==> config.mk <==
export PLATFORM = sky130hd
export DESIGN_NAME = tlv_frame_serializer
export DESIGN_NICKNAME = d
export VERILOG_FILES = /design/src/hw/rtl/tfs_pkg.sv /design/src/hw/rtl/tfs_decode.sv /design/src/hw/rtl/tfs_emitter.sv /design/src/hw/rtl/tlv_frame_serializer.sv
export SDC_FILE = /design/constraint.sdc
export NUM_CORES = 1
export LEC_CHECK = 0
export BUFFER_PORTS_ARGS = -buffer_cell sky130_fd_sc_hd__buf_4
export CAP_MARGIN = 20
export CORE_MARGIN = 2
export CORE_UTILIZATION = 32
export CTS_CLUSTER_SIZE = 40
export DETAILED_ROUTE_END_ITERATION = 6
export SLEW_MARGIN = 10
export SYNTH_ARGS = -nofsm -noshare
export SYNTH_HDL_FRONTEND = slang
export SYNTH_HIERARCHICAL = 1
export SYNTH_SLANG_ARGS = --single-unit
==> constraint.sdc <==
create_clock -name i_clk -period 4.7 [get_ports i_clk]
set_input_delay 0.235 -clock i_clk [delete_from_list [all_inputs] [get_ports i_clk]]
set_output_delay 0.235 -clock i_clk [all_outputs]
set_load 0.02 [all_outputs]
==> src/hw/rtl/tfs_pkg.sv <==
// Package for the TLV frame serializer: item structs, burst descriptor,
// mode, status and register index codes. No dependencies.
`default_nettype none

package tfs_pkg;

    localparam int HEADER_BYTES = 12;
    localparam int TL_BYTES     = 2;
    localparam int BURST_MAX    = 12;

    localparam logic [1:0] MODE_START = 2'd0;
    localparam logic [1:0] MODE_REC   = 2'd1;
    localparam logic [1:0] MODE_VALUE = 2'd2;

    localparam logic [1:0] ST_OK      = 2'd0;
    localparam logic [1:0] ST_NO_ROOM = 2'd1;
    localparam logic [1:0] ST_DROPPED = 2'd2;
    localparam logic [1:0] ST_NO_FRM  = 2'd3;

    localparam logic [1:0] REG_MAGIC    = 2'd0;
    localparam logic [1:0] REG_VERSION  = 2'd1;
    localparam logic [1:0] REG_CAPACITY = 2'd2;

    typedef struct packed {
        logic [1:0]  mode;
        logic [31:0] timestamp;
        logic [31:0] sequence_number;
        logic [7:0]  record_type;
        logic [7:0]  record_length;
        logic [7:0]  value_byte;
    } t_in_item;

    typedef struct packed {
        logic [7:0]  data_byte;
        logic [15:0] byte_offset;
        logic [1:0]  status;
        logic        last_of_run;
    } t_out_item;

    typedef struct packed {
        logic [15:0] magic_word;
        logic [7:0]  format_version;
        logic [15:0] capacity_bytes;
    } t_cfg;

    // One item's worth of result beats, handed from decoder to emitter.
    typedef struct packed {
        logic                      emit;
        logic [3:0]                last_idx;
        logic                      hdr;
        logic [1:0]                status;
        logic [15:0]               off0;
        logic [15:0]               off1;
        logic [BURST_MAX-1:0][7:0] bytes;
    } t_burst;

endpackage

`default_nettype wire

==> src/hw/rtl/tfs_decode.sv <==
// Frame state and per-item decode: turns one registered item into a burst
// descriptor and updates the frame state when the item is consumed. Uses tfs_pkg.
`default_nettype none

module tfs_decode import tfs_pkg::*; #(
    parameter int LENGTH_BITS = 16
) (
    input  wire logic     i_clk,
    input  wire logic     i_rst_n,
    input  wire t_in_item i_item,
    input  wire t_cfg     i_cfg,
    input  wire logic     i_fire,
    output t_burst        o_burst
);

    localparam int LB = LENGTH_BITS;
    localparam int CW = ((LB > 16) ? LB : 16) + 1;

    logic          r_frame_open,   n_frame_open;
    logic [LB-1:0] r_frame_length, n_frame_length;
    logic [7:0]    r_left,         n_left;
    logic          r_dropping,     n_dropping;

    logic [CW-1:0] need;
    logic [CW-1:0] len_w0;
    logic [CW-1:0] len_w1;
    logic [LB-1:0] len_p1;

    assign need   = CW'(r_frame_length) + CW'(TL_BYTES) + CW'(i_item.record_length);
    assign len_p1 = r_frame_length + LB'(1);
    assign len_w0 = CW'(r_frame_length);
    assign len_w1 = CW'(len_p1);

    always_comb begin
        n_frame_open   = r_frame_open;
        n_frame_length = r_frame_length;
        n_left         = r_left;
        n_dropping     = r_dropping;
        o_burst        = '0;
        o_burst.off0   = len_w0[15:0];
        o_burst.off1   = len_w1[15:0];
        case (i_item.mode)
            MODE_START: begin
                o_burst.emit = 1'b1;
                if (i_cfg.capacity_bytes < 16'(HEADER_BYTES)) begin
                    o_burst.status = ST_NO_ROOM;
                end else begin
                    n_frame_open     = 1'b1;
                    n_frame_length   = LB'(HEADER_BYTES);
                    n_left           = '0;
                    n_dropping       = 1'b0;
                    o_burst.hdr      = 1'b1;
                    o_burst.last_idx = 4'(HEADER_BYTES - 1);
                    o_burst.bytes[0] = i_cfg.magic_word[15:8];
                    o_burst.bytes[1] = i_cfg.magic_word[7:0];
                    o_burst.bytes[2] = i_cfg.format_version;
                    o_burst.bytes[3] = 8'h00;
                    o_burst.bytes[4] = i_item.timestamp[31:24];
                    o_burst.bytes[5] = i_item.timestamp[23:16];
                    o_burst.bytes[6] = i_item.timestamp[15:8];
                    o_burst.bytes[7] = i_item.timestamp[7:0];
                    o_burst.bytes[8] = i_item.sequence_number[31:24];
                    o_burst.bytes[9] = i_item.sequence_number[23:16];
                    o_burst.bytes[10] = i_item.sequence_number[15:8];
                    o_burst.bytes[11] = i_item.sequence_number[7:0];
                end
            end
            MODE_REC: begin
                o_burst.emit = 1'b1;
                if (!r_frame_open) begin
                    o_burst.status = ST_NO_FRM;
                end else if (need > CW'(i_cfg.capacity_bytes)) begin
                    n_dropping     = 1'b1;
                    n_left         = i_item.record_length;
                    o_burst.status = ST_NO_ROOM;
                end else begin
                    n_dropping       = 1'b0;
                    n_left           = i_item.record_length;
                    n_frame_length   = r_frame_length + LB'(TL_BYTES);
                    o_burst.last_idx = 4'd1;
                    o_burst.bytes[0] = i_item.record_type;
                    o_burst.bytes[1] = i_item.record_length;
                end
            end
            MODE_VALUE: begin
                o_burst.emit = 1'b1;
                if (!r_frame_open || r_left == 8'd0) begin
                    o_burst.status = ST_NO_FRM;
                end else begin
                    n_left = r_left - 8'd1;
                    if (r_dropping) begin
                        o_burst.status = ST_DROPPED;
                    end else begin
                        n_frame_length   = len_p1;
                        o_burst.bytes[0] = i_item.value_byte;
                    end
                end
            end
            default: begin
                // Unused mode: consumed without any beat.
                o_burst.emit = 1'b0;
            end
        endcase
    end

    always_ff @(posedge i_clk) begin
        if (!i_rst_n) begin
            r_frame_open   <= 1'b0;
            r_frame_length <= '0;
            r_left         <= '0;
            r_dropping     <= 1'b0;
        end else if (i_fire) begin
            r_frame_open   <= n_frame_open;
            r_frame_length <= n_frame_length;
            r_left         <= n_left;
            r_dropping     <= n_dropping;
        end
    end

endmodule

`default_nettype wire

==> src/hw/rtl/tfs_emitter.sv <==
// Result sequencer: holds one burst descriptor and plays it out one beat
// per cycle while the output channel is ready. Uses tfs_pkg.
`default_nettype none

module tfs_emitter import tfs_pkg::*; (
    input  wire logic   i_clk,
    input  wire logic   i_rst_n,
    input  wire t_burst i_burst,
    input  wire logic   i_load,
    output logic        o_can_load,
    output logic        o_valid,
    input  wire logic   i_ready,
    output t_out_item   o_data
);

    logic       r_valid;
    logic [3:0] r_cnt;
    t_burst     r_burst;
    logic       last;

    assign last       = (r_cnt == r_burst.last_idx);
    assign o_can_load = !r_valid || (last && i_ready);
    assign o_valid    = r_valid;

    always_comb begin
        o_data             = '0;
        o_data.status      = r_burst.status;
        o_data.last_of_run = last;
        if (r_burst.status == ST_OK) begin
            o_data.data_byte = r_burst.bytes[r_cnt];
            if (r_burst.hdr) begin
                o_data.byte_offset = 16'(r_cnt);
            end else if (r_cnt == 4'd0) begin
                o_data.byte_offset = r_burst.off0;
            end else begin
                o_data.byte_offset = r_burst.off1;
            end
        end
    end

    always_ff @(posedge i_clk) begin
        if (!i_rst_n) begin
            r_valid <= 1'b0;
            r_cnt   <= '0;
        end else if (i_load && o_can_load) begin
            r_valid <= i_burst.emit;
            r_cnt   <= '0;
        end else if (r_valid && i_ready) begin
            if (last) begin
                r_valid <= 1'b0;
            end
            r_cnt <= r_cnt + 4'd1;
        end
    end

    always_ff @(posedge i_clk) begin
        if (i_load && o_can_load) begin
            r_burst <= i_burst;
        end
    end

endmodule

`default_nettype wire

==> src/hw/rtl/tlv_frame_serializer.sv <==
// TLV frame serializer top level: input register, configuration registers,
// decoder and result sequencer. Uses tfs_pkg, tfs_decode and tfs_emitter.
// An item passes the input register, then the sequencer. Throughput: one
// item per cycle while each gives one beat and output is ready; an opened
// frame start gives twelve beats and a stored record two, one beat per cycle
// from the sequencer. Reset (synchronous, active low) empties both stages,
// closes the frame and restores magic 0, version 0 and capacity 65535.
`default_nettype none

module tlv_frame_serializer import tfs_pkg::*; #(
    parameter int LENGTH_BITS = 16
) (
    input  wire logic        i_clk,
    input  wire logic        i_rst_n,
    input  wire logic        i_in_valid,
    output logic             o_in_ready,
    input  wire t_in_item    i_in_data,
    output logic             o_out_valid,
    input  wire logic        i_out_ready,
    output t_out_item        o_out_data,
    input  wire logic        i_cfg_valid,
    output logic             o_cfg_ready,
    input  wire logic [1:0]  i_cfg_index,
    input  wire logic [15:0] i_cfg_data
);

    logic     r_item_valid;
    t_in_item r_item;
    t_cfg     r_cfg;
    t_burst   burst;
    logic     can_load;
    logic     fire;

    assign fire        = r_item_valid && can_load;
    assign o_in_ready  = !r_item_valid || can_load;
    assign o_cfg_ready = 1'b1;

    always_ff @(posedge i_clk) begin
        if (!i_rst_n) begin
            r_item_valid <= 1'b0;
        end else if (o_in_ready) begin
            r_item_valid <= i_in_valid;
        end
    end

    always_ff @(posedge i_clk) begin
        if (o_in_ready && i_in_valid) begin
            r_item <= i_in_data;
        end
    end

    always_ff @(posedge i_clk) begin
        if (!i_rst_n) begin
            r_cfg.magic_word     <= 16'h0000;
            r_cfg.format_version <= 8'h00;
            r_cfg.capacity_bytes <= 16'hFFFF;
        end else if (i_cfg_valid) begin
            case (i_cfg_index)
                REG_MAGIC:    r_cfg.magic_word     <= i_cfg_data;
                REG_VERSION:  r_cfg.format_version <= i_cfg_data[7:0];
                REG_CAPACITY: r_cfg.capacity_bytes <= i_cfg_data;
                default: begin
                    // Writes beyond the register list are ignored.
                end
            endcase
        end
    end

    tfs_decode #(
        .LENGTH_BITS(LENGTH_BITS)
    ) u_decode (
        .i_clk   (i_clk),
        .i_rst_n (i_rst_n),
        .i_item  (r_item),
        .i_cfg   (r_cfg),
        .i_fire  (fire),
        .o_burst (burst)
    );

    tfs_emitter u_emitter (
        .i_clk      (i_clk),
        .i_rst_n    (i_rst_n),
        .i_burst    (burst),
        .i_load     (fire),
        .o_can_load (can_load),
        .o_valid    (o_out_valid),
        .i_ready    (i_out_ready),
        .o_data     (o_out_data)
    );

endmodule

`default_nettype wire

==> results of run 1 <==
-- worst max path at each step --
stage                                                  from                                       end  slack (ps)  depth (start not counted)
finish              u_decode/r_frame_length[1]$_SDFFE_PN0P_  u_decode/r_frame_length[13]$_SDFFE_PN0P_         340                         20
CTS                 u_decode/r_frame_length[1]$_SDFFE_PN0P_  u_decode/r_frame_length[12]$_SDFFE_PN0P_          60                         19
global placement    u_decode/r_frame_length[1]$_SDFFE_PN0P_   u_decode/r_frame_length[8]$_SDFFE_PN0P_         200                         19
global route        u_decode/r_frame_length[1]$_SDFFE_PN0P_            u_emitter/r_burst[7]$_DFFE_PP_           5                         20
detailed placement  u_decode/r_frame_length[1]$_SDFFE_PN0P_  u_decode/r_frame_length[12]$_SDFFE_PN0P_          80                         19
floorplan           u_decode/r_frame_length[1]$_SDFFE_PN0P_             u_emitter/o_data[1]$_DFFE_PP_         630                         20
-- final cells by class --
type,count,area share
clock buffers,47,0.0563
clock inverters,12,0.00630
inverters,68,0.0144
multi-input cells,724,0.296
flip-flops and latches,297,0.464
well taps,585,0.0414
repair buffers,253,0.122
-- what timing repair did --
action,CTS,global route
buffers inserted,0,1
setup endpoints to repair,0,33
endpoints found under the hold margin,92,0
gates resized for setup,0,9
hold buffers,92,0
-- worst max-delay path, stage by stage, from the launching register on --
cell and delay, ps:
dfxtp_1 410, inv_1 120, ha_1 280, inv_1 60, ha_1 190, inv_1 60
fa_1 410, nor2b_1 130, o21ai_0 110, a21boi_1 220, o21ai_2 130, a211oi_1 270
xnor2_1 110, ha_1 180, a21o_1 170, a211o_1 320, a211oi_2 310, a211o_1 280
buf_4 240, nand4_1 140, o211ai_1 150
-- logic make-up after synthesis --
group,count (synthesis),share of synthesized area
AOI/OAI and AO/OA,194,0.101
xor gates and xnor gates,39,0.0242
adders and majority gates,44,0.0396
buffers and inverters,155,0.0540
DFF,297,0.581
muxes,60,0.0506
other,2,0.000533
and+or+nand+nor,377,0.148
-- report_power, final --
| part | switching (mW) | internal, mW |
|---|---|---|
| sequential | 0.0504 | 2.96 |
| combinational | 0.287 | 0.238 |
| clock | 1.04 | 1.59 |
| total | 1.38 | 4.79 |
-- state kept, by name, indices dropped and copies added, names as in the netlist, 2 cells and up --
register	cells
r_cfg	40
r_item	90
u_emitter/r_burst	133
u_emitter/o_data	2
u_decode/r_left	8
u_decode/r_frame_length	16
u_emitter/r_cnt	4
-- metrics by stage --
step	worst slack (ps)	hold slack [ps]	instance area (µm²)	power, mW
finish	335	15.7	17700	6.16
global route	5.33	2.09	17700	6.38
CTS	58.2	1.09	17600	6.23
detailed placement	83.7	414	15600	3.53
global placement	203	414	15600	3.52
floorplan	633	334	14100	3.33
-- synthesized netlist by cell type (all sizes together) (4+ instances only) --
cell	n
a211oi	16
a21boi	7
a21o	5
a21oi	38
a22o	7
a22oi	23
a31oi	10
and2	17
and3	81
buf	54
clkbuf	33
dfxtp	72
edfxtp	225
ha	43
inv	67
mux2i	51
mux4	9
nand2	108
nand3	35
nand3b	4
nand4	18
nand4b	16
nor2	32
nor2b	16
nor3	15
nor3b	4
nor4	11
o211ai	25
o21ai	28
o22ai	10
o2bb2ai	4
or3	6
xnor2	26
xor2	13
-- per-layer routing --
| metal | GRT usage | up-vias |
|---|---|---|
| met2 | 0.269 | 247 |
| met3 | 0.0220 | 63 |
| met1 | 0.201 | 4721 |
| li1 | - | 4740 |
| met5 | 0 | - |
| met4 | 0.0534 | 0 |
==> reports/metrics.yaml, run 1 <==
outcome: "finished, final reports clean"
clock-sinks: 297
route.met2.wl_um: 18000
crit_arrival_ps: 4810
finClkSkew_ps: 31.8
worstPathMaxFanout: 15
ys_seq_area_frac: 0.581
multi_input_area_um2: 5230
synth-main-ff-cell: "edfxtp_1"
cellPowerDensity_nw_per_um2: 349
r2r_slack_ps: 340
setup.worst_path.end_class: "flip-flop"
first_pass_iters: 5
gp_congestion: 0.887
syn_to_final_growth_pct: 25.4
min_path_cells: 3
drt-met1-wl_um: 15800
final_util: 0.409
dieHeight_um: 214
diodes: 0
grt_usage: 0.156
fillers: 4042
fin_tns_setup_ps: 0
yosys.area.top_type_share: 0.479
dr_wl_met3_um: 1670
start_kind: "flip-flop"
slew_violations: 0
drcViolationCount: 0
nets: 1535
die_area_um2: 45800
die_width_um: 214
regArea_um2: 8200
hold_viol_final: 0
netlist_instances: 1168
vias: 9771
rows: 76
fin_cells: 1986
clkTransAtPathRegs_ps: 60
grt_pass1_vias: 9892
maxCapViolCount: 0
drt_iter0_drc: 758
syn_area_um2: 14100
min_to: "r_cfg[39]$_SDFFE_PN0P_"
clock_path_buffers: 3
async_flop_share: 0
clock_latency_ps: 530
most-common-layout-cells: "225 x edfxtp_1, 158 x buf_4, 108 x nand2_1"
r2r-start: "u_decode/r_frame_length[1]$_SDFFE_PN0P_"
grt_pass1_wl_um: 56200
rsz0062_at_grt: "false"
ys_ff_latch: 297
final_common_cell: "edfxtp_1"
ios: 143
grt_max_degree: 75
wl_per_cell_um: 18.4
htreeDepth: 2
timing.rr.end: "u_decode/r_frame_length[13]$_SDFFE_PN0P_"
dp_hpwl_um: 25500
core_um2: 43300
ys_types: 75
min_period_over_period: 0.929
ys_warn_count: 6
antenna_left: 0
hold_start: "i_cfg_data[15]"
cts_made_buffers: 34
ys_top_cells_by_area: "edfxtp_1 48%, dfxtp_1 10%, ha_1 3.8%"
required_ps: 5140
max_clock_freq_mhz: 229
p_leak_nw: 6.91
root_buffer: "clkbuf_16"
slew_headroom: 0.290
dp.cells: 1833
start_util: 0.326
period_needed_ps: 4360
finalSetupViolations: 0
tightest_slew_ps: 1060
synth-edff-count: 225
postRouteWirelength_um: 36600
gr-total-overflow: 0
r2r_cells: 20
avgViaCountPerCell: 4.92
path_class: "reg -> reg"
antenna_found_initial: 0
yosysTopAreaCell: "edfxtp_1"
port-buffer-count: 141
vdd_drop_max_mv: 0.289
cts_tree: "built"
avgSynthCellArea_um2: 12.1
hp-class: "in -> reg"
drive_gt1_frac: 0.183
topRoutingLayerUsed: "met4"
No activity file was read; power rests on OpenSTA's default activity.
==> inputs of run 2 (changes only) <==
--- a/config.mk
+++ b/config.mk
@@ -5,9 +5,9 @@
 export SDC_FILE = /design/constraint.sdc
 export NUM_CORES = 1
 export LEC_CHECK = 0
+export ABC_AREA = 1
 export BUFFER_PORTS_ARGS = -buffer_cell sky130_fd_sc_hd__buf_4
-export CAP_MARGIN = 20
-export CORE_MARGIN = 2
+export CORE_MARGIN = 4
 export CORE_UTILIZATION = 32
 export CTS_CLUSTER_SIZE = 40
 export DETAILED_ROUTE_END_ITERATION = 6
==> reports/metrics.yaml, run 2 <==
outcome: "finished, final reports clean"
first_pass_iters: 5  # unchanged
tightest_slew_ps: 1130  # +68.3 ps
syn_area_um2: 14400  # +2.0%
antenna_found_initial: 0  # unchanged
r2r_slack_ps: 480  # +140 ps
hp-class: "in -> reg"
timing.rr.end: "u_decode/r_frame_length[11]$_SDFFE_PN0P_"
final_util: 0.408  # -0.000514
min_path_cells: 5  # +2
p_leak_nw: 7.82  # +13%
vias: 11100  # +13%
power_frac_comb: 0.104  # +0.019
drive_gt1_frac: 0.148  # -0.0355
switchingPower_mw: 1.55  # +13%
async_flop_share: 0  # unchanged
postRouteWirelength_um: 37200  # +1.9%
largest_reg_flops: 133  # unchanged
root_buffer: "clkbuf_16"
ys_seq_area_frac: 0.570  # -0.0115
finClkSkew_ps: 12.1  # -19.8 ps
ys_top_cells_by_area: "edfxtp_1 47%, dfxtp_1 10%, nor2_1 7.7%"
r2r-start: "u_decode/r_frame_length[1]$_SDFFE_PN0P_"
whs_ps: 81.4  # +65.8 ps
synth-main-ff-cell: "edfxtp_1"
maxCapViolCount: 0  # unchanged
r2r_cells: 26  # +30%
clock-sinks: 297  # unchanged
synth.most_common_cell: "nor2_1"
period_needed_ps: 4220  # -145 ps
clkTransAtPathRegs_ps: 60  # about the same
grt_pass1_wl_um: 58400  # +4.0%
wl_per_cell_um: 15.6  # -15%
pwr-share-clk: 0.417  # -0.009
slew_violations: 0  # unchanged
min_to: "u_emitter/r_cnt[0]$_SDFFE_PP0P_"
worstPathMaxFanout: 28  # +13
clock_latency_ps: 530  # about the same
fin_tns_setup_ps: 0  # unchanged
die_area_um2: 48400  # +5.8%
synth-edff-count: 225  # unchanged
die_width_um: 220  # +2.9%
dp.cells: 2222  # +21%
netlist_instances: 1545  # +32%
start_util: 0.325  # -0.00132
cp-startpoint: "u_decode/r_frame_length[1]$_SDFFE_PN0P_"
cts_made_buffers: 35  # +2.9%
slew_headroom: 0.249  # -0.0409
max_clock_freq_mhz: 237  # +3.4%
ys_ff_latch: 297  # unchanged
drt_iter0_drc: 897  # +18%
port-buffer-count: 141  # unchanged
regMostFlops: "u_emitter/r_burst"
required_ps: 5160  # +20 ps
avgSynthCellArea_um2: 9.31  # -23%
syn_to_final_growth_pct: 25.7
dieHeight_um: 220  # +2.9%
min_period_over_period: 0.898  # -0.0308
cellPowerDensity_nw_per_um2: 351  # +0.57%
setup.worst_path.end_class: "flip-flop"
fin_cells: 2390  # +20%
clock_path_buffers: 3  # unchanged
crit_arrival_ps: 4680  # -130 ps
finalInstanceArea_um2: 18100  # +2.3%
vdd_drop_max_mv: 0.256  # -11%
yosys.area.top_type_share: 0.470  # -0.00946
switching_share: 0.245  # +0.0217
nets: 1930  # +26%
placed_area_um2: 15900  # +2.0%
gp_congestion: 0.828  # -6.6%
post_cts_buffers: 0  # unchanged
ys_types: 53  # -29%
hold_start: "i_out_ready"
dp_slack_ps: 341  # +257 ps
dp_hpwl_um: 25200  # -1.2%
core_um2: 44300  # +2.4%
reg.largest.list: "u_emitter/r_burst: 133 flops, r_item: 90 flops, r_cfg: 40 flops"
drcViolationCount: 0  # unchanged
start_kind: "flip-flop"
most-common-layout-cells: "294 x nor2_1, 254 x nand2_1, 225 x edfxtp_1"
total_power_mw: 6.34  # +2.9%
grt_max_degree: 82  # +9.3%
path_class: "reg -> reg"
final_common_cell: "nor2_1"
p_seq_frac: 0.480  # -0.008
ios: 143  # unchanged
finalSetupViolations: 0  # unchanged
antenna_left: 0  # unchanged
gr-total-overflow: 0  # unchanged
synth_common_cells: "294 x nor2_1, 255 x nand2_1, 225 x edfxtp_1, 194 x inv_1, 72 x dfxtp_1"
diodes: 0  # unchanged
cts_tree: "built"
fillers: 4376  # +8.3%
ys_warn_count: 6  # unchanged
rsz0062_at_grt: "false"
grt_pass1_vias: 10800  # +9.1%
setup_slack_ps: 480  # +145 ps
rows: 77  # +1.3%
avgViaCountPerCell: 4.64  # -5.8%
yosysTopAreaCell: "edfxtp_1"
p_int_mw: 4.79  # about the same
hold_viol_final: 0  # unchanged
htreeDepth: 2  # unchanged
grt_usage: 0.153  # -0.00345
[run 2: cell type report]
cell class,instances,area [µm²],share of cell area
multi-input cells,970,5000,0.277
inverters,208,783,0.0433
flip-flops and latches,297,8200,0.453
clock inverters,20,176,0.00976
repair buffers,261,2250,0.124
well taps,592,741,0.0410
clock buffers,42,933,0.0516
[run 2: worst max-delay path by stage]
stage | slack [ps] | end | cells past startpoint
2_1_floorplan | 470 | u_emitter/o_data[1]$_DFFE_PP_ | 11
3_3_place_gp | 460 | u_decode/r_frame_length[11]$_SDFFE_PN0P_ | 26
3_5_place_dp | 340 | u_decode/r_frame_length[11]$_SDFFE_PN0P_ | 26
4_1_cts | 310 | u_decode/r_frame_length[11]$_SDFFE_PN0P_ | 26
5_1_grt | 20 | u_decode/r_frame_length[7]$_SDFFE_PN0P_ | 26
6_report | 480 | u_decode/r_frame_length[11]$_SDFFE_PN0P_ | 26
[run 2: cells by family after synthesis]
logic type               after synthesis  share of synthesized area
XOR/XNOR                              30                     0.0198
flip-flops                           297                      0.570
buffers and inverters                286                     0.0868
other                                  2                   0.000522
adder cells (fa/ha/maj)               44                     0.0388
AO/OA/AOI/OAI                        193                     0.0770
AND/OR/NAND/NOR                      693                      0.207
[run 2: worst max-delay path, cell delays in order (launching register included)]
cell	delay, ps
dfxtp_2	400
inv_1	60
ha_1	270
inv_1	60
ha_1	180
inv_1	60
fa_1	400
o21ai_1	210
nand2_1	70
nand2_1	60
a21oi_1	90
o21ai_2	180
nand2_1	70
nor2_1	160
nand2_1	90
xor2_1	150
ha_1	280
and3_1	190
nand3_1	70
nand3b_1	160
nand2_1	200
nand2_2	150
nand2_8	190
nand2_1	130
nand2_1	100
nand2_1	50
nor2_1	100
[run 2: routing by layer]
metal  GRT usage  wire length, µm  vias up
met5           0                0        -
met1       0.211            17400     5212
met2       0.247            17100      300
met3      0.0240             1850       60
li1            -                -     5507
met4      0.0481              964        0
[run 2: repair_timing]
item / 4_1_cts / 5_1_grt
setup endpoints to repair: 0 / 32
hold buffers: 106 / 0
hold endpoints to repair: 112 / 0
gates resized for setup: 0 / 4
[run 2: power by group through the flow]
stage,Clock [mW],Combinational (mW),Sequential [mW]
floorplan,0,0.379,3.09
finish,2.64,0.659,3.04
global placement,0,0.579,3.09
CTS,2.71,0.664,3.04
detailed placement,0,0.589,3.10
global route,2.83,0.742,3.05
